--- config.mk ---
export PLATFORM = sky130hd
export DESIGN_NAME = attitude_record_deframer
export DESIGN_NICKNAME = d
export VERILOG_FILES = /design/src/hw/rtl/ard_pkg.sv /design/src/hw/rtl/attitude_record_deframer.sv
export SDC_FILE = /design/constraint.sdc
export NUM_CORES = 1
export LEC_CHECK = 0
export BUFFER_PORTS_ARGS = -buffer_cell sky130_fd_sc_hd__buf_2
export CELL_PAD_IN_SITES_DETAIL_PLACEMENT = 0
export CELL_PAD_IN_SITES_GLOBAL_PLACEMENT = 1
export CORE_MARGIN = 1.5
export CORE_UTILIZATION = 40
export DETAILED_ROUTE_END_ITERATION = 8
export PLACE_DENSITY_LB_ADDON = 0.15
export SYNTH_ARGS = -nofsm -noshare
export SYNTH_HDL_FRONTEND = slang
export SYNTH_SLANG_ARGS = --single-unit
--- constraint.sdc ---
create_clock -name clk -period 20.7 [get_ports clk]
set_input_delay 6.21 -clock clk [delete_from_list [all_inputs] [get_ports clk]]
set_output_delay 6.21 -clock clk [all_outputs]
set_load 0.03 [all_outputs]
--- src/hw/rtl/ard_pkg.sv ---
// ============================================================================
// Attitude record deframer package
// Shared constants, types and the label character table.
// ============================================================================
`default_nettype none

package ard_pkg;

    localparam int LABEL_BYTES   = 20;
    localparam int SYNC_LEN      = 9;
    localparam int ATT_BODY_LEN  = 110;
    localparam int DAYS_POS      = 72;
    localparam int MILLIS_POS    = 74;
    localparam int ID_START      = 106;
    localparam int ID_SPAN       = 24;
    localparam int GROUP_BYTES   = 6;

    localparam int POS_W   = 17;
    localparam int MATCH_W = 4;
    localparam int SUM_W   = 33;

    localparam logic [63:0] NORM_K  = 64'd32767 * 64'd32767;
    localparam logic [SUM_W-1:0] NORM_LO = SUM_W'((NORM_K * 64'd199 + 64'd199) / 64'd200);
    localparam logic [SUM_W-1:0] NORM_HI = SUM_W'((NORM_K * 64'd399 + 64'd199) / 64'd200);

    typedef enum logic [1:0] {
        STAT_GOOD     = 2'd0,
        STAT_BAD_LEN  = 2'd1,
        STAT_BAD_ID   = 2'd2,
        STAT_BAD_NORM = 2'd3
    } rec_status_t;

    typedef struct packed {
        logic              len_ok;
        logic              ident_err;
        logic [15:0]       days;
        logic [31:0]       millis;
        logic signed [15:0] q0;
        logic signed [15:0] q1;
        logic signed [15:0] q2;
        logic signed [15:0] q3;
    } rec_t;

    typedef struct packed {
        rec_status_t       status;
        logic [15:0]       days;
        logic [31:0]       millis;
        logic signed [15:0] q_scalar;
        logic signed [15:0] q_x;
        logic signed [15:0] q_y;
        logic signed [15:0] q_z;
    } res_t;

    function automatic logic [7:0] sync_char(input logic [MATCH_W-1:0] idx);
        logic [7:0] c;
        c = 8'h00;
        case (idx)
            4'd0:    c = 8'h4E; // N
            4'd1:    c = 8'h4A; // J
            4'd2:    c = 8'h50; // P
            4'd3:    c = 8'h4C; // L
            4'd4:    c = 8'h32; // 2
            4'd5:    c = 8'h49; // I
            4'd6:    c = 8'h30; // 0
            4'd7:    c = 8'h30; // 0
            4'd8:    c = 8'h43; // C
            default: c = 8'h00;
        endcase
        return c;
    endfunction

    function automatic logic [7:0] ident_char(input logic [1:0] grp, input logic [2:0] k);
        logic [7:0] c;
        c = 8'h00;
        case (k)
            3'd0:    c = 8'h08;
            3'd1:    c = 8'h01;
            3'd2:    c = 8'h03;
            3'd3:    c = 8'hE9 + {6'd0, grp};
            default: c = 8'h00;
        endcase
        return c;
    endfunction

endpackage

`default_nettype wire

--- src/hw/rtl/attitude_record_deframer.sv ---
// ============================================================================
// Attitude record deframer
// Hunts for the record label in a byte stream, parses the label and body,
// and emits one status item per record.
// ============================================================================
//
//  channel | handshake           | payload
//  --------+---------------------+------------------------------------------
//  in      | in_valid / in_stall | data_byte
//  out     | out_valid/out_stall | record_status, event_days, event_millis,
//          |                     | quat_scalar, quat_x, quat_y, quat_z
//
//  One byte per cycle while in_stall is low. Each status item passes
//  through a two-stage pipe that squares the final quaternion word and
//  checks the norm, and then through the output register.
//  rst_n clears the parser, the pipe and the output register.
//  in_stall rises only while a finished item waits in the hold register behind a full output.
// ============================================================================
`default_nettype none

module attitude_record_deframer #(
    parameter int LABEL_BYTES = ard_pkg::LABEL_BYTES
) (
    input  wire logic               clk,
    input  wire logic               rst_n,
    input  wire logic               in_valid,
    output logic                    in_stall,
    input  wire logic [7:0]         data_byte,
    output logic                    out_valid,
    input  wire logic               out_stall,
    output logic [1:0]              record_status,
    output logic [15:0]             event_days,
    output logic [31:0]             event_millis,
    output logic signed [15:0]      quat_scalar,
    output logic signed [15:0]      quat_x,
    output logic signed [15:0]      quat_y,
    output logic signed [15:0]      quat_z
);

    localparam int POS_W   = ard_pkg::POS_W;
    localparam int MATCH_W = ard_pkg::MATCH_W;
    localparam int SUM_W   = ard_pkg::SUM_W;
    localparam logic [POS_W-1:0] LEN_HI_POS = POS_W'(LABEL_BYTES - 2);
    localparam logic [POS_W-1:0] LEN_LO_POS = POS_W'(LABEL_BYTES - 1);
    localparam logic [POS_W-1:0] BODY_POS   = POS_W'(LABEL_BYTES);
    localparam logic [POS_W-1:0] ID_POS     = POS_W'(ard_pkg::ID_START);
    localparam logic [POS_W-1:0] ID_END     = POS_W'(ard_pkg::ID_START + ard_pkg::ID_SPAN);
    localparam logic [POS_W-1:0] DAYS_POS   = POS_W'(ard_pkg::DAYS_POS);
    localparam logic [POS_W-1:0] MILLIS_POS = POS_W'(ard_pkg::MILLIS_POS);
    localparam logic [MATCH_W-1:0] SYNC_DONE = MATCH_W'(ard_pkg::SYNC_LEN);
    localparam logic [15:0] ATT_LEN = 16'(ard_pkg::ATT_BODY_LEN);

    // parser state
    logic [MATCH_W-1:0]  match_reg, match_next;
    logic [POS_W-1:0]    pos_reg, pos_next;
    logic [15:0]         blen_reg, blen_next;
    logic                ident_reg, ident_next, ident_upd;
    logic [15:0]         days_reg, days_next;
    logic [31:0]         millis_reg, millis_next;
    logic signed [15:0]  quat_reg [4];
    logic signed [15:0]  quat_next [4];
    logic [7:0]          hold_reg, hold_next;

    // squaring and accumulation
    logic signed [15:0]  sq_word_reg, sq_word_next;
    logic                sq_pend_reg, sq_pend_next;
    logic [31:0]         sq_reg;
    logic                sq_vld_reg;
    logic signed [31:0]  sq_full;
    logic [SUM_W-1:0]    acc_reg, acc_next;
    logic [SUM_W-1:0]    total;

    // result pipe
    logic                emit;
    ard_pkg::rec_t       rec_new;
    logic                e1_valid_reg, e2_valid_reg;
    ard_pkg::rec_t       e1_reg, e2_reg;
    ard_pkg::res_t       res_new;
    logic                hold_valid_reg, hold_valid_next;
    ard_pkg::res_t       hold_res_reg, hold_res_next;
    logic                out_valid_reg, out_valid_next;
    ard_pkg::res_t       out_res_reg, out_res_next;
    logic                out_take;

    logic                accept;
    logic [4:0]          rel;
    logic [1:0]          grp;
    logic [2:0]          kk;

    assign in_stall = hold_valid_reg;
    assign accept   = in_valid && !in_stall;

    always_comb
    begin
        rel = 5'(pos_reg - ID_POS);
        if (rel >= 5'd18)
            grp = 2'd3;
        else if (rel >= 5'd12)
            grp = 2'd2;
        else if (rel >= 5'd6)
            grp = 2'd1;
        else
            grp = 2'd0;
        kk = 3'(rel - 5'(grp) * 5'(ard_pkg::GROUP_BYTES));
    end

    always_comb
    begin
        match_next   = match_reg;
        pos_next     = pos_reg;
        blen_next    = blen_reg;
        ident_upd    = ident_reg;
        days_next    = days_reg;
        millis_next  = millis_reg;
        quat_next    = quat_reg;
        hold_next    = hold_reg;
        sq_word_next = sq_word_reg;
        sq_pend_next = 1'b0;
        emit         = 1'b0;

        if (accept) begin
            if (match_reg != SYNC_DONE) begin
                if (data_byte == ard_pkg::sync_char(match_reg)) begin
                    match_next = match_reg + 1'b1;
                    if (match_reg + 1'b1 == SYNC_DONE) begin
                        pos_next  = POS_W'(ard_pkg::SYNC_LEN);
                        ident_upd = 1'b0;
                    end
                end else begin
                    match_next = (data_byte == ard_pkg::sync_char('0)) ? MATCH_W'(1) : '0;
                end
            end else begin
                if (pos_reg == LEN_HI_POS) begin
                    hold_next = data_byte;
                end else if (pos_reg == LEN_LO_POS) begin
                    blen_next = {hold_reg, data_byte};
                end else if (pos_reg >= BODY_POS && blen_reg == ATT_LEN) begin
                    if (pos_reg == DAYS_POS || pos_reg == DAYS_POS + 1'b1) begin
                        days_next = {days_reg[7:0], data_byte};
                    end else if (pos_reg >= MILLIS_POS && pos_reg <= MILLIS_POS + 3'd3) begin
                        millis_next = {millis_reg[23:0], data_byte};
                    end else if (pos_reg >= ID_POS && pos_reg < ID_END) begin
                        if (kk < 3'd4) begin
                            if (data_byte != ard_pkg::ident_char(grp, kk))
                                ident_upd = 1'b1;
                        end else if (kk == 3'd4) begin
                            hold_next = data_byte;
                        end else begin
                            quat_next[grp] = {hold_reg, data_byte};
                            sq_word_next   = {hold_reg, data_byte};
                            sq_pend_next   = 1'b1;
                        end
                    end
                end

                if (pos_reg >= LEN_HI_POS + 1'b1 &&
                    pos_reg == LEN_LO_POS + {1'b0, blen_next}) begin
                    emit       = 1'b1;
                    match_next = '0;
                    pos_next   = '0;
                end else begin
                    pos_next = pos_reg + 1'b1;
                end
            end
        end
        ident_next = emit ? 1'b0 : ident_upd;
    end

    always_comb
    begin
        rec_new.len_ok    = (blen_next == ATT_LEN);
        rec_new.ident_err = ident_upd;
        rec_new.days      = days_next;
        rec_new.millis    = millis_next;
        rec_new.q0        = quat_next[0];
        rec_new.q1        = quat_next[1];
        rec_new.q2        = quat_next[2];
        rec_new.q3        = quat_next[3];
        if (!rec_new.len_ok) begin
            rec_new.days   = '0;
            rec_new.millis = '0;
            rec_new.q0     = '0;
            rec_new.q1     = '0;
            rec_new.q2     = '0;
            rec_new.q3     = '0;
        end
    end

    assign sq_full = sq_word_reg * sq_word_reg;
    assign total   = acc_reg + (sq_vld_reg ? {1'b0, sq_reg} : '0);

    always_comb
    begin
        if (e2_valid_reg)
            acc_next = '0;
        else if (sq_vld_reg)
            acc_next = total;
        else
            acc_next = acc_reg;
    end

    always_comb
    begin
        res_new.days     = e2_reg.days;
        res_new.millis   = e2_reg.millis;
        res_new.q_scalar = e2_reg.q3;
        res_new.q_x      = e2_reg.q0;
        res_new.q_y      = e2_reg.q1;
        res_new.q_z      = e2_reg.q2;
        priority if (!e2_reg.len_ok)
            res_new.status = ard_pkg::STAT_BAD_LEN;
        else if (e2_reg.ident_err)
            res_new.status = ard_pkg::STAT_BAD_ID;
        else if (total >= ard_pkg::NORM_LO && total < ard_pkg::NORM_HI)
            res_new.status = ard_pkg::STAT_GOOD;
        else
            res_new.status = ard_pkg::STAT_BAD_NORM;
    end

    assign out_take = !out_valid_reg || !out_stall;

    always_comb
    begin
        hold_valid_next = hold_valid_reg;
        hold_res_next   = hold_res_reg;
        out_valid_next  = out_valid_reg;
        out_res_next    = out_res_reg;
        if (out_take) begin
            out_valid_next = hold_valid_reg || e2_valid_reg;
            if (hold_valid_reg) begin
                out_res_next    = hold_res_reg;
                hold_valid_next = e2_valid_reg;
                hold_res_next   = res_new;
            end else if (e2_valid_reg) begin
                out_res_next = res_new;
            end
        end else if (e2_valid_reg) begin
            hold_valid_next = 1'b1;
            hold_res_next   = res_new;
        end
    end

    always_ff @(posedge clk or negedge rst_n)
    begin
        if (!rst_n) begin
            match_reg      <= '0;
            pos_reg        <= '0;
            blen_reg       <= '0;
            ident_reg      <= 1'b0;
            days_reg       <= '0;
            millis_reg     <= '0;
            quat_reg       <= '{default: '0};
            hold_reg       <= '0;
            sq_pend_reg    <= 1'b0;
            sq_vld_reg     <= 1'b0;
            acc_reg        <= '0;
            e1_valid_reg   <= 1'b0;
            e2_valid_reg   <= 1'b0;
            hold_valid_reg <= 1'b0;
            out_valid_reg  <= 1'b0;
        end else begin
            match_reg      <= match_next;
            pos_reg        <= pos_next;
            blen_reg       <= blen_next;
            ident_reg      <= ident_next;
            days_reg       <= days_next;
            millis_reg     <= millis_next;
            quat_reg       <= quat_next;
            hold_reg       <= hold_next;
            sq_pend_reg    <= sq_pend_next;
            sq_vld_reg     <= sq_pend_reg;
            acc_reg        <= acc_next;
            e1_valid_reg   <= emit;
            e2_valid_reg   <= e1_valid_reg;
            hold_valid_reg <= hold_valid_next;
            out_valid_reg  <= out_valid_next;
        end
    end

    always_ff @(posedge clk)
    begin
        sq_word_reg  <= sq_word_next;
        sq_reg       <= 32'(unsigned'(sq_full));
        e1_reg       <= rec_new;
        e2_reg       <= e1_reg;
        hold_res_reg <= hold_res_next;
        out_res_reg  <= out_res_next;
    end

    assign out_valid     = out_valid_reg;
    assign record_status = out_res_reg.status;
    assign event_days    = out_res_reg.days;
    assign event_millis  = out_res_reg.millis;
    assign quat_scalar   = out_res_reg.q_scalar;
    assign quat_x        = out_res_reg.q_x;
    assign quat_y        = out_res_reg.q_y;
    assign quat_z        = out_res_reg.q_z;

endmodule

`default_nettype wire

Yosys cells after proc, flatten, opt, wreduce, memory -nomap -nowiden
Memories as Yosys holds them, arrays and structs flattened.
Index checks and enable logic that the tools add are counted.
{"block": "op_classes", "addsub": 7, "n_mul": 2, "n_lt_le_gt_ge": 14, "n_eq_ne": 23, "mux": 102, "n_bitwise": 8, "reduce_logical": 27}
{"cell": "$mux W64", "n": 10}
{"cell": "$mux W114", "n": 4}
{"cell": "$mux W32", "n": 8}
{"cell": "$mux W16", "n": 13}
{"cell": "$mux W8", "n": 19}
{"cell": "$mux W17", "n": 4}
{"cell": "$mux W33", "n": 2}
{"cell": "$bwmux W64", "n": 1}
{"cell": "$eq A17 B5 Y1 const B", "n": 2}
{"cell": "$eq A17 B7 Y1 const B", "n": 2}
{"cell": "$ge A17 B5 Y1 const B", "n": 2}
{"cell": "$ge A17 B7 Y1 const B", "n": 2}
{"cell": "$add A33 B32 Y33", "n": 1}
{"cell": "$ge A33 B30 Y1 const B", "n": 1}
{"cell": "$lt A33 B31 Y1 const B", "n": 1}
{"cell": "$demux W16 S2", "n": 1}
{"cell": "$eq A16 B7 Y1 const B", "n": 2}
{"cell": "$mul A16 B16 Y32", "n": 1}
{"cell": "$pmux W8 S4", "n": 1}
{"cell": "$mux W1", "n": 31}
{"cell": "$add A17 B1 Y17 const B", "n": 1}
{"cell": "$add A5 B16 Y17 const A", "n": 1}
{"cell": "$eq A17 B17 Y1", "n": 1}
{"cell": "$le A17 B7 Y1 const B", "n": 1}
{"cell": "other kinds (35)", "n": 71}
{"block": "totals", "register_bits": 701, "romBits": 112, "inputBits": 12, "wordCells": 234, "memories": 1}
{"memory": "(no name shown)", "depth": 16, "word_bits": 7, "read_ports": 1, "rd_clocked_by_memory_dff": 0, "wr": 0, "line_no": "ard_pkg.sv:57", "rtl": "case (idx)"}

Logic depth before layout (Yosys ltp)
Gate-level depths: netlist (run 1).
{"block": "depth", "ltp_word": 30, "depth_mapped": 27, "depth_no_buf": 25}

Worst setup path before layout (run 1)
Ideal clock, no wire load.
{"block": "synth_timing", "path_type": "input to register", "start": "in out_stall", "end": "reg out_res_reg (netlist bit event_days[0]), enable pin", "setup_ns": 0.624, "arrival_time_ns": 11.584, "required_time_ns": 20.076, "setup_slack_ns": 8.491, "cell_stages": 1, "n_path_buf": 0, "path_cell_list": "a21oi_1"}
{"block": "synth_between", "elab_chain_cells": 3}
{"element": "start, declared", "line_no": "attitude_record_deframer.sv:30", "rtl": "input wire logic out_stall,"}
{"element": "$logic_not A1 Y1", "line_no": "attitude_record_deframer.sv:220", "rtl": "assign out_take = !out_valid_reg || !out_stall;"}
{"element": "$logic_or A1 B1 Y1", "line_no": "attitude_record_deframer.sv:220"}
{"element": "$reduce_and A2 Y1 (no source line)"}
{"element": "end signal, assigned", "line_no": "attitude_record_deframer.sv:287", "rtl": "out_res_reg <= out_res_next;"}
{"element": "end, declared", "line_no": "attitude_record_deframer.sv:82", "rtl": "ard_pkg::res_t out_res_reg, out_res_next;"}
Every way passes these cells.
A chain may end at the register's enable or synchronous reset.

Worst setup path in the final report (run 1)
{"block": "layout_timing", "start": "in in_valid", "end": "reg e1_reg[49] (netlist name)"}
{"block": "layout_between", "elab_chain_cells": 3}
{"element": "start, declared", "line_no": "attitude_record_deframer.sv:26", "rtl": "input wire logic in_valid,"}
{"element": "$logic_and A1 B1 Y1", "line_no": "attitude_record_deframer.sv:91", "rtl": "assign accept = in_valid && !in_stall;"}
{"element": "$mux W16", "line_no": "attitude_record_deframer.sv:121", "rtl": "if (accept) begin"}
{"element": "net blen_next[13]", "line_no": "attitude_record_deframer.sv:56", "rtl": "logic [15:0] blen_reg, blen_next;"}
{"element": "$eq A16 B7 Y1", "line_no": "attitude_record_deframer.sv:171", "rtl": "rec_new.len_ok = (blen_next == ATT_LEN);"}
{"element": "end signal, assigned", "line_no": "attitude_record_deframer.sv:284", "rtl": "e1_reg <= rec_new;"}
{"element": "end, declared", "line_no": "attitude_record_deframer.sv:77", "rtl": "ard_pkg::rec_t e1_reg, e2_reg;"}
The timed path passes the listed nets, and every way through them passes these cells.

==> results.yml, run 1 <==
run_status:
  outcome: "complete, no violations"
critical_path:
  startpoint_type: "primary input"
  worst-setup-path-type: "primary input to flop"
  crit_fanout: 65
  cp-end-kind: "flop"
  arrival_ns: 10.20
  r2r_cells: 21
  worstPathRequired_ns: 21.24
placement:
  port_buffers: 127
  placedCellCount: 4125
  dp_hpwl_um: 57540
  dpl_cell_area_um2: 37380
  gp_congestion: 0.8368
  dp_slack_ns: 10.44
synth:
  synth_ff_type: "dfxtp_1"
  yosys-mux-area-fraction_pct: 9.154
  synthSimpleGateAreaFrac_pct: 10.54
  synth_top_family_by_area: "adder cells"
  synthAdderAreaFrac_pct: 18.34
  synthTopCellsByCount: "325 x inv_1, 259 x dfxtp_1, 248 x mux2_2, 244 x edfxtp_1, 238 x fa_1"
  yosysTopAreaCellShare_pct: 20.62
  yosysTopAreaCell: "edfxtp_1"
  synth_nets: 3312
  synth_compound_area_share_pct: 5.211
  synth_edf_count: 244
  yosysMostFrequentCell: "inv_1"
  ys_ff_latch: 700
  netlist-cell-type-count: 83
  ys_top_cells_by_area: "edfxtp_1 21%, dfxtp_1 15%, dfrtp_1 14%, fa_1 13%, mux2_2 7.9%"
  synth_xor_area_share_pct: 2.979
  synth_area_per_cell_um2: 12.16
  ys_warn_count: 0
  synthCells: 2922
  seq_area_frac_synth_pct: 49.08
  synth_area_um2: 35540
  synthArstFlopShare_pct: 28.14
die:
  core_um2: 88240
  pin_count: 128
  rows: 109
  start_util_pct: 40.27
  die_x_um: 301.1
  die_area_um2: 90640
  die_y_um: 301.1
timing:
  hold_slack_ns: 0.3179
  max_freq_mhz: 103.5
  setup_viol: 0
  finalWorstSetupSlack_ns: 11.04
  maxSlewViolCount: 0
  hold_violations: 0
  min_period_ns: 9.664
  slew_headroom_pct: 32.27
  post-route-period-util_pct: 46.69
  rsz0062_at_grt: "false"
  worst_pin_slew_ns: 1.005
  final.setup.tns_ns: 0
  clock_skew_ns: 0.03364
cells_and_area:
  fin_area_um2: 39980
  multi_input_area_um2: 16450
  syn_to_final_growth_pct: 12.50
  final_cells: 4269
  ff_latch_area_um2: 17450
  num-fill-cells: 8124
  nets: 3427
  drive_gt1_share_pct: 17.94
job:
  cap_viol_max_count: 0
routing:
  route.vias.total: 21330
  route.detailed.drc: 0
  ant_nets: 0
  totalWireLength_um: 80280
  drt_first_pass_iters: 7
  wl_per_cell_um: 18.80
  drt_iter0_markers: 990
  avgViaCountPerCell: 4.997
power_and_ir_drop:
  power.internal_mw: 2.220
  power_frac_comb_pct: 0.7
  p_per_area_nw_per_um2: 70.37
  pwr-share-seq_pct: 50.4
  pwr-share-clk_pct: 48.8
  p_sw_uw: 593.4
  power_leakage_nw: 17.77
  netSwitchingFraction_pct: 21.09
  irDropWorstVdd_mv: 0.05296
clock_tree:
  cts_resized: 0
  clock-sinks: 700
  clockBufferDepth: 3
  holdBufCountCts: 0
  clkTransAtPathRegs_ns: 0.06
  clock-root-buffer: "clkbuf_16"
  clk_latency_ns: 0.62
  cts_buffers: 75
  cts_setup_buffers: 0
  cts.htree.levels: 3
  cts_tree: "done"
global_route:
  track_usage_pct: 18.04
  grt_max_degree: 96
  antenna_found_initial: 6
  grt_pass1_wl_um: 127500
  grt-ovfl-total: 0
  grt_pass1_vias: 22600
min_path:
  hold_path_depth: 0
  worstHoldPathType: "flop to flop"
-- cells in the final DEF, fill, tap and decap left out, types with 6 or more instances in the layout --
cell and n:
inv_1 324, dfxtp_1 259, mux2_2 248, edfxtp_1 244, fa_1 238, dfrtp_1 194
nand2_1 152, and2_1 149, ha_1 140, nor2_1 132, buf_2 126, a21oi_1 89
xnor2_1 84, clkbuf_16 77, nor2b_1 63, o21ai_0 52, mux2i_1 46, nand3_1 46
xor2_1 35, nor3_1 35, a21o_1 34, and3_1 25, nand4_1 21, buf_4 20
a31oi_1 18, nand2b_1 16, clkinv_2 13, clkbuf_1 13, o211ai_1 11, nor4_1 11
clkbuf_8 11, or2_2 9, a211oi_1 9, o21bai_1 8, and4_1 7, clkinv_1 6
a31o_2 6, nor3b_1 6, nand4b_1 6
-- final timing paths --
check / to / startpoint / slack (ns)
setup / recovery: e1_reg[49] / in_valid / 11.04
hold / removal: e2_reg[27] / e1_reg[27] / 0.32
setup reg to reg: sq_reg[31] / sq_word_reg[15] / 12.08
hold reg to reg: e2_reg[27] / e1_reg[27] / 0.32
max in group asynchronous: acc_reg[18] / rst_n / 13.02
min in group asynchronous: quat_reg[12] / rst_n / 5.69
-- cell type report --
type                    instances  area share, %
inverters                     327          3.070
diodes                          4        0.02504
clock inverters                40          1.192
flip-flops and latches        700          43.64
repair buffers                147          1.987
multi-input cells            1786          41.15
clock buffers                 100          5.286
well taps                    1165          3.646
-- through the flow --
| stage | power, mW | utilization (%) |
|---|---|---|
| final | 2.813 | 45.31 |
| after global routing | 2.907 | 45.30 |
| after CTS | 2.857 | 45.29 |
| after detailed placement | 1.469 | 42.36 |
| after global placement | 1.469 | 42.36 |
| after floorplan | 1.453 | - |
-- power groups by stage --
stage | clock [mW] | combinational, mW | sequential, mW
2_1_floorplan | 0 | 0.00544 | 1.45
3_3_place_gp | 0 | 0.0212 | 1.45
3_5_place_dp | 0 | 0.0215 | 1.45
4_1_cts | 1.42 | 0.0215 | 1.42
5_1_grt | 1.47 | 0.0231 | 1.42
6_report | 1.37 | 0.0205 | 1.42
-- routing by layer --
metal  global-route usage [%]  vias up  share of wire [%]
met4                    5.025        0                2.3
met2                    30.79      349                 49
met5                        0        -                  0
li1                         -    10040                  -
met1                    24.11    10820                 45
met3                    2.298      124                3.1
-- kinds of logic (layout without fill, tap and decap cells) --
kind of cell               Yosys count  after routing
DFF                                700            700
muxes                              294            294
xor gates and xnor gates           120            120
other                                0              4
AOI/OAI and AO/OA                  286            286
adders and majority gates          378            378
and+or+nand+nor                    708            708
buffers and inverters              436            614
-- worst max-delay path, stage by stage --
cell	delay [ns]
buf_2	0.09
nor2b_1	0.33
nand2_1	0.32
nor2_4	0.43
mux2_2	0.40
nor4_1	0.32
nand4b_1	0.14
or4_4	0.82
inv_2	0.81
and2_1	0.23
No activity file was read; power rests on OpenSTA's default activity.
==> run 2, diff against run 1 <==
Clock period 20.7 ns to 9.08 ns, I/O delays scaled along.
==> run 2 against run 1 <==
  * First-iteration DRC count is 24% higher
  * Hold slack worse by 0.0035 ns
  * Die area stayed put
  * Register-to-register slack worse by 11 ns
  * Setup slack worse by 9.6 ns
  * Cell area is 0.22% higher
  * Largest power group unchanged
==> results.yml, run 2 (synthesis results as in run 1) <==
routing:
  wl_per_cell_um: 19.23
  drt_first_pass_iters: 5
  route.vias.total: 21400
  drt_iter0_markers: 1231
  totalWireLength_um: 82090
  avgViaCountPerCell: 5.013
  route.detailed.drc: 0
  ant_nets: 0
timing:
  setup_viol: 0
  hold_violations: 0
  finalWorstSetupSlack_ns: 1.459
  clock_skew_ns: 0.04533
  min_period_ns: 7.621
  maxSlewViolCount: 0
  hold_slack_ns: 0.3144
  rsz0062_at_grt: "false"
  post-route-period-util_pct: 83.93
  worst_pin_slew_ns: 1.036
  max_freq_mhz: 131.2
  slew_headroom_pct: 30.74
  final.setup.tns_ns: 0
critical_path:
  worst_path_most_repeated_cell: "fa_1"
  worst-setup-path-type: "flop to flop"
  cp_cell_sequence: "clkinv_1 -> nor2_1 -> fa_1 -> fa_1 -> inv_1 -> fa_1 -> inv_1 -> fa_1 -> fa_1 -> fa_1 -> ha_1 -> a21oi_1 -> nand2_1 -> a21oi_1 -> nand3_1 -> a31oi_1 -> nor3_1 -> nor3_1 -> o41ai_1 -> a21oi_1 -> xnor2_1"
  arrival_ns: 8.17
  critPathMaxStageDelay_ns: 0.90
  cp-end-kind: "flop"
  startpoint_type: "flop"
  crit_fanout: 24
  slowest_stage: "edfxtp_1"
  worstPathRequired_ns: 9.63
cells_and_area:
  ff_latch_area_um2: 17450
  final_cells: 4268
  final_common_cell: "inv_1"
  multi_input_area_um2: 16450
  drive_gt1_share_pct: 17.79
  num-fill-cells: 8089
  nets: 3423
  syn_to_final_growth_pct: 12.74
  final_cell_mix: "324 x inv_1, 259 x dfxtp_1, 248 x mux2_2, 244 x edfxtp_1, 238 x fa_1"
die:
  die_x_um: 301.1
  rows: 109
  pin_count: 128
  core_um2: 88240
  die_area_um2: 90640
  die_y_um: 301.1
  start_util_pct: 40.27
min_path:
  worstHoldPathType: "flop to flop"
run_status:
  outcome: "complete, no violations"
job:
  cap_viol_max_count: 0
global_route:
  grt_pass1_vias: 22580
  antenna_found_initial: 10
  grt_pass1_wl_um: 129800
  grt_max_degree: 127
  track_usage_pct: 18.44
  grt-ovfl-total: 0
clock_tree:
  clockBufferDepth: 3
  holdBufCountCts: 0
  clock-root-buffer: "clkbuf_16"
  clkTransAtPathRegs_ns: 0.06
  cts.htree.levels: 3
  cts_tree: "done"
  cts_resized: 0
  cts_buffers: 78
  clock-sinks: 700
  cts_setup_buffers: 0
  clk_latency_ns: 0.64
power_and_ir_drop:
  irDropWorstVdd_mv: 0.1345
  p_per_area_nw_per_um2: 162.7
  power_frac_comb_pct: 0.7
  p_sw_mw: 1.385
  power_leakage_nw: 17.79
  fin_total_pwr_mw: 6.518
  power.internal_mw: 5.133
  netSwitchingFraction_pct: 21.25
  pwr-share-seq_pct: 49.6
  pwr-share-clk_pct: 49.6
placement:
  dp_hpwl_um: 57780
  gp_congestion: 0.8768
  placedCellCount: 4118
  port_buffers: 127
  dp_slack_ns: 1.500
==> run 2: power groups by stage <==
stage                     Combinational, mW  Clock, mW  Sequential [mW]
after floorplan                      0.0124          0             3.30
after global placement               0.0513          0             3.30
after detailed placement             0.0514          0             3.30
after CTS                            0.0516       3.34             3.23
after global routing                 0.0547       3.46             3.23
final                                0.0487       3.23             3.24
==> run 2: routing by layer <==
layer  part of all wire, %  wire length, um  global-route usage [%]
met5                     0                0                       0
met3                   4.1             3364                   2.882
met4                   2.7             2210                   6.162
met1                    46            37940                   25.65
met2                    47            38570                   29.40
==> run 2: worst max-delay path, delay by kind of cell, from the launching register on <==
family                     cells  cell delay, ns
adders and majority gates      7            3.73
and+or+nand+nor                5            1.00
AOI/OAI and AO/OA              5            0.94
DFF                            1            0.90
buffers and inverters          3            0.81
xor gates and xnor gates       1            0.14
==> run 2: path summary, 6_finish.rpt <==
path                                  from      endpoint  slack (ns)  cells past startpoint
setup / recovery           sq_word_reg[15]    sq_reg[31]        1.46                     21
hold / removal                  e1_reg[60]    e2_reg[60]        0.31                      0
setup reg to reg           sq_word_reg[15]    sq_reg[31]        1.46                     21
hold reg to reg                 e1_reg[60]    e2_reg[60]        0.31                      0
max in group asynchronous            rst_n   acc_reg[28]        5.71                      2
min in group asynchronous            rst_n  quat_reg[12]        2.10                      1
==> run 2: layout make-up <==
class                           count  area share (%)
Sequential cell                   700           43.55
Multi-Input combinational cell   1786           41.06
Clock buffer                      102           5.403
Tap cell                         1165           3.638
Inverter                          327           3.064
Timing Repair Buffer              140           1.914
Clock inverter                     43           1.340
Antenna cell                        5         0.03123
==> run 2: metrics by stage <==
step	utilization [%]	instance area [um^2]
final	45.40	40060
after detailed placement	42.33	37350
after CTS	45.39	40050
after global routing	45.40	40060
after global placement	42.33	37350
after floorplan	-	35540
==> run 3, diff against run 2 <==
Clock period 9.08 ns to 7.09 ns, I/O delays scaled along.
==> run 3 against run 2 <==
  * Sequential cell count is the same
  * Critical path type unchanged
  * Maximum frequency grew 13%
  * Wire length grew 0.95%
  * Clock skew shrank 0.021 ns
  * Hold slack gained 0.0046 ns
  * Die area is the same
  * Total power grew 28%
  * Register-to-register slack lost 1.1 ns
  * Via count shrank 0.25%
  * Largest power group is now the clock network
  * Core utilization grew 0.25 points
==> results.yml, run 3 (synthesis results as in run 1) <==
cells_and_area:
  syn_to_final_growth_pct: 13.35
  final_cells: 4292
  final_common_cell: "inv_1"
  ff_latch_area_um2: 17450
  drive_gt1_share_pct: 18.63
  num-fill-cells: 8118
  multi_input_area_um2: 16460
  nets: 3450
  final_cell_mix: "323 x inv_1, 259 x dfxtp_1, 248 x mux2_2, 244 x edfxtp_1, 237 x fa_1"
  fin_area_um2: 40280
clock_tree:
  clk_latency_ns: 0.62
  clockBufferDepth: 3
  clock-sinks: 700
  cts.htree.levels: 3
  cts_buffers: 76
  holdBufCountCts: 0
  cts_tree: "done"
  clkTransAtPathRegs_ns: 0.06
  clock-root-buffer: "clkbuf_16"
timing:
  rsz0062_at_grt: "false"
  max_freq_mhz: 148.8
  final.setup.tns_ns: 0
  setup_viol: 0
  post-route-period-util_pct: 94.80
  maxSlewViolCount: 0
  min_period_ns: 6.721
  hold_violations: 0
  finalWorstSetupSlack_ns: 0.3687
  worst_pin_slew_ns: 1.024
  clock_skew_ns: 0.02461
  slew_headroom_pct: 31.56
power_and_ir_drop:
  pwr-share-clk_pct: 49.6
  power_frac_comb_pct: 0.8
  p_per_area_nw_per_um2: 207.5
  power_leakage_nw: 17.93
  p_sw_mw: 1.728
  netSwitchingFraction_pct: 20.67
  pwr-share-seq_pct: 49.6
  power.internal_mw: 6.632
  fin_total_pwr_mw: 8.359
  irDropWorstVdd_mv: 0.1641
global_route:
  grt-ovfl-total: 0
  grt_pass1_vias: 22540
  grt_max_degree: 115
  track_usage_pct: 18.64
  grt_pass1_wl_um: 130300
  antenna_found_initial: 6
min_path:
  hold_end: "e2_reg[79]"
  worstHoldPathType: "flop to flop"
  hold_path_depth: 0
  hold_start: "e1_reg[79]"
critical_path:
  rrSetupSlack_ns: 0.37
  crit_family: "adder cells"
  worst_path_most_repeated_cell: "fa_1"
  slowest_stage: "edfxtp_1"
  r2r_cells: 22
  worstPathRequired_ns: 7.63
  path_buf_inv: 4
  arrival_ns: 7.26
  startpoint_type: "flop"
  cp_cell_sequence: "and2_4 -> fa_1 -> fa_1 -> inv_1 -> fa_1 -> inv_1 -> fa_1 -> inv_1 -> fa_1 -> inv_1 -> fa_1 -> ha_1 -> a21o_1 -> a21oi_1 -> nand2_1 -> or2_2 -> o211ai_1 -> a21o_1 -> a21oi_1 -> o41a_1 -> a211oi_1 -> xnor2_1"
  worst-setup-path-type: "flop to flop"
  worst_r2r_startpoint: "sq_word_reg[11]"
  crit_fanout: 14
  critPathMaxStageDelay_ns: 0.61
  timing.rr.end: "sq_reg[30]"
  cp-end-kind: "flop"
routing:
  ant_nets: 0
  avgViaCountPerCell: 4.973
  drt_first_pass_iters: 5
  drt_iter0_markers: 1278
  route.detailed.drc: 0
  route.vias.total: 21340
  wl_per_cell_um: 19.31
  totalWireLength_um: 82870
job:
  cap_viol_max_count: 0
placement:
  port_buffers: 127
  gp_congestion: 0.8547
  dp_slack_ns: 0.3034
  dpl_cell_area_um2: 37580
  placedCellCount: 4147
  dp_hpwl_um: 60350
die:
  die_x_um: 301.1
  rows: 109
  core_um2: 88240
  die_y_um: 301.1
  die_area_um2: 90640
  start_util_pct: 40.27
  pin_count: 128
run_status:
  outcome: "complete, no violations"
-- run 3: changes by cell type in the layout (fill, tap and decap cells not counted), sizes merged --
cell      before  now
buf          139  168
clkinv        32   20
clkbuf       103  107
bufinv         6    8
diode          5    3
inv          330  332
clkinvlp       2    3
-- run 3: worst max path at each step --
stage                                from          to  slack, ns  cells after the start
after floorplan            sq_word_reg[1]  sq_reg[30]       0.74                     25
after global placement    sq_word_reg[11]  sq_reg[30]       0.40                     22
after detailed placement   sq_word_reg[8]  sq_reg[30]       0.30                     21
after CTS                  sq_word_reg[8]  sq_reg[30]       0.27                     21
after global routing      sq_word_reg[15]  sq_reg[31]      0.005                     21
final                     sq_word_reg[11]  sq_reg[30]       0.37                     22
-- run 3: power groups by stage --
stage | Sequential [mW] | Clock, mW | Combinational [mW]
global route | 4.14 | 4.43 | 0.0752
floorplan | 4.23 | 0 | 0.0159
detailed placement | 4.23 | 0 | 0.0704
global placement | 4.23 | 0 | 0.0700
finish | 4.14 | 4.15 | 0.0683
CTS | 4.14 | 4.28 | 0.0705
-- run 3: area by class of cell --
cell class,instances,area share (%)
Tap cell,1165,3.619
Clock buffer,106,5.405
Timing Repair Buffer,169,2.476
Sequential cell,700,43.31
Inverter,327,3.047
Multi-Input combinational cell,1786,40.86
Antenna cell,3,0.01864
Clock inverter,36,1.264
-- run 3: repair_timing --
action / CTS / global route
endpoints found under the setup margin: 0 / 2
setup buffers: 0 / 0
resized for setup: 0 / 8
-- run 3: through the flow --
| step | hold WS (ns) | utilization [%] |
|---|---|---|
| after floorplan | 0.3096 | - |
| after global placement | 0.3104 | 42.59 |
| after detailed placement | 0.3121 | 42.59 |
| after CTS | 0.3164 | 45.63 |
| after global routing | 0.3207 | 45.65 |
| final | 0.3190 | 45.65 |
-- run 3: per-layer routing --
layer	global-route usage, %	vias up	share of wire [%]
met5	0	-	0
met3	3.091	124	4.3
met4	6.150	0	2.9
met2	30.26	370	48
li1	-	10100	-
met1	25.40	10750	45
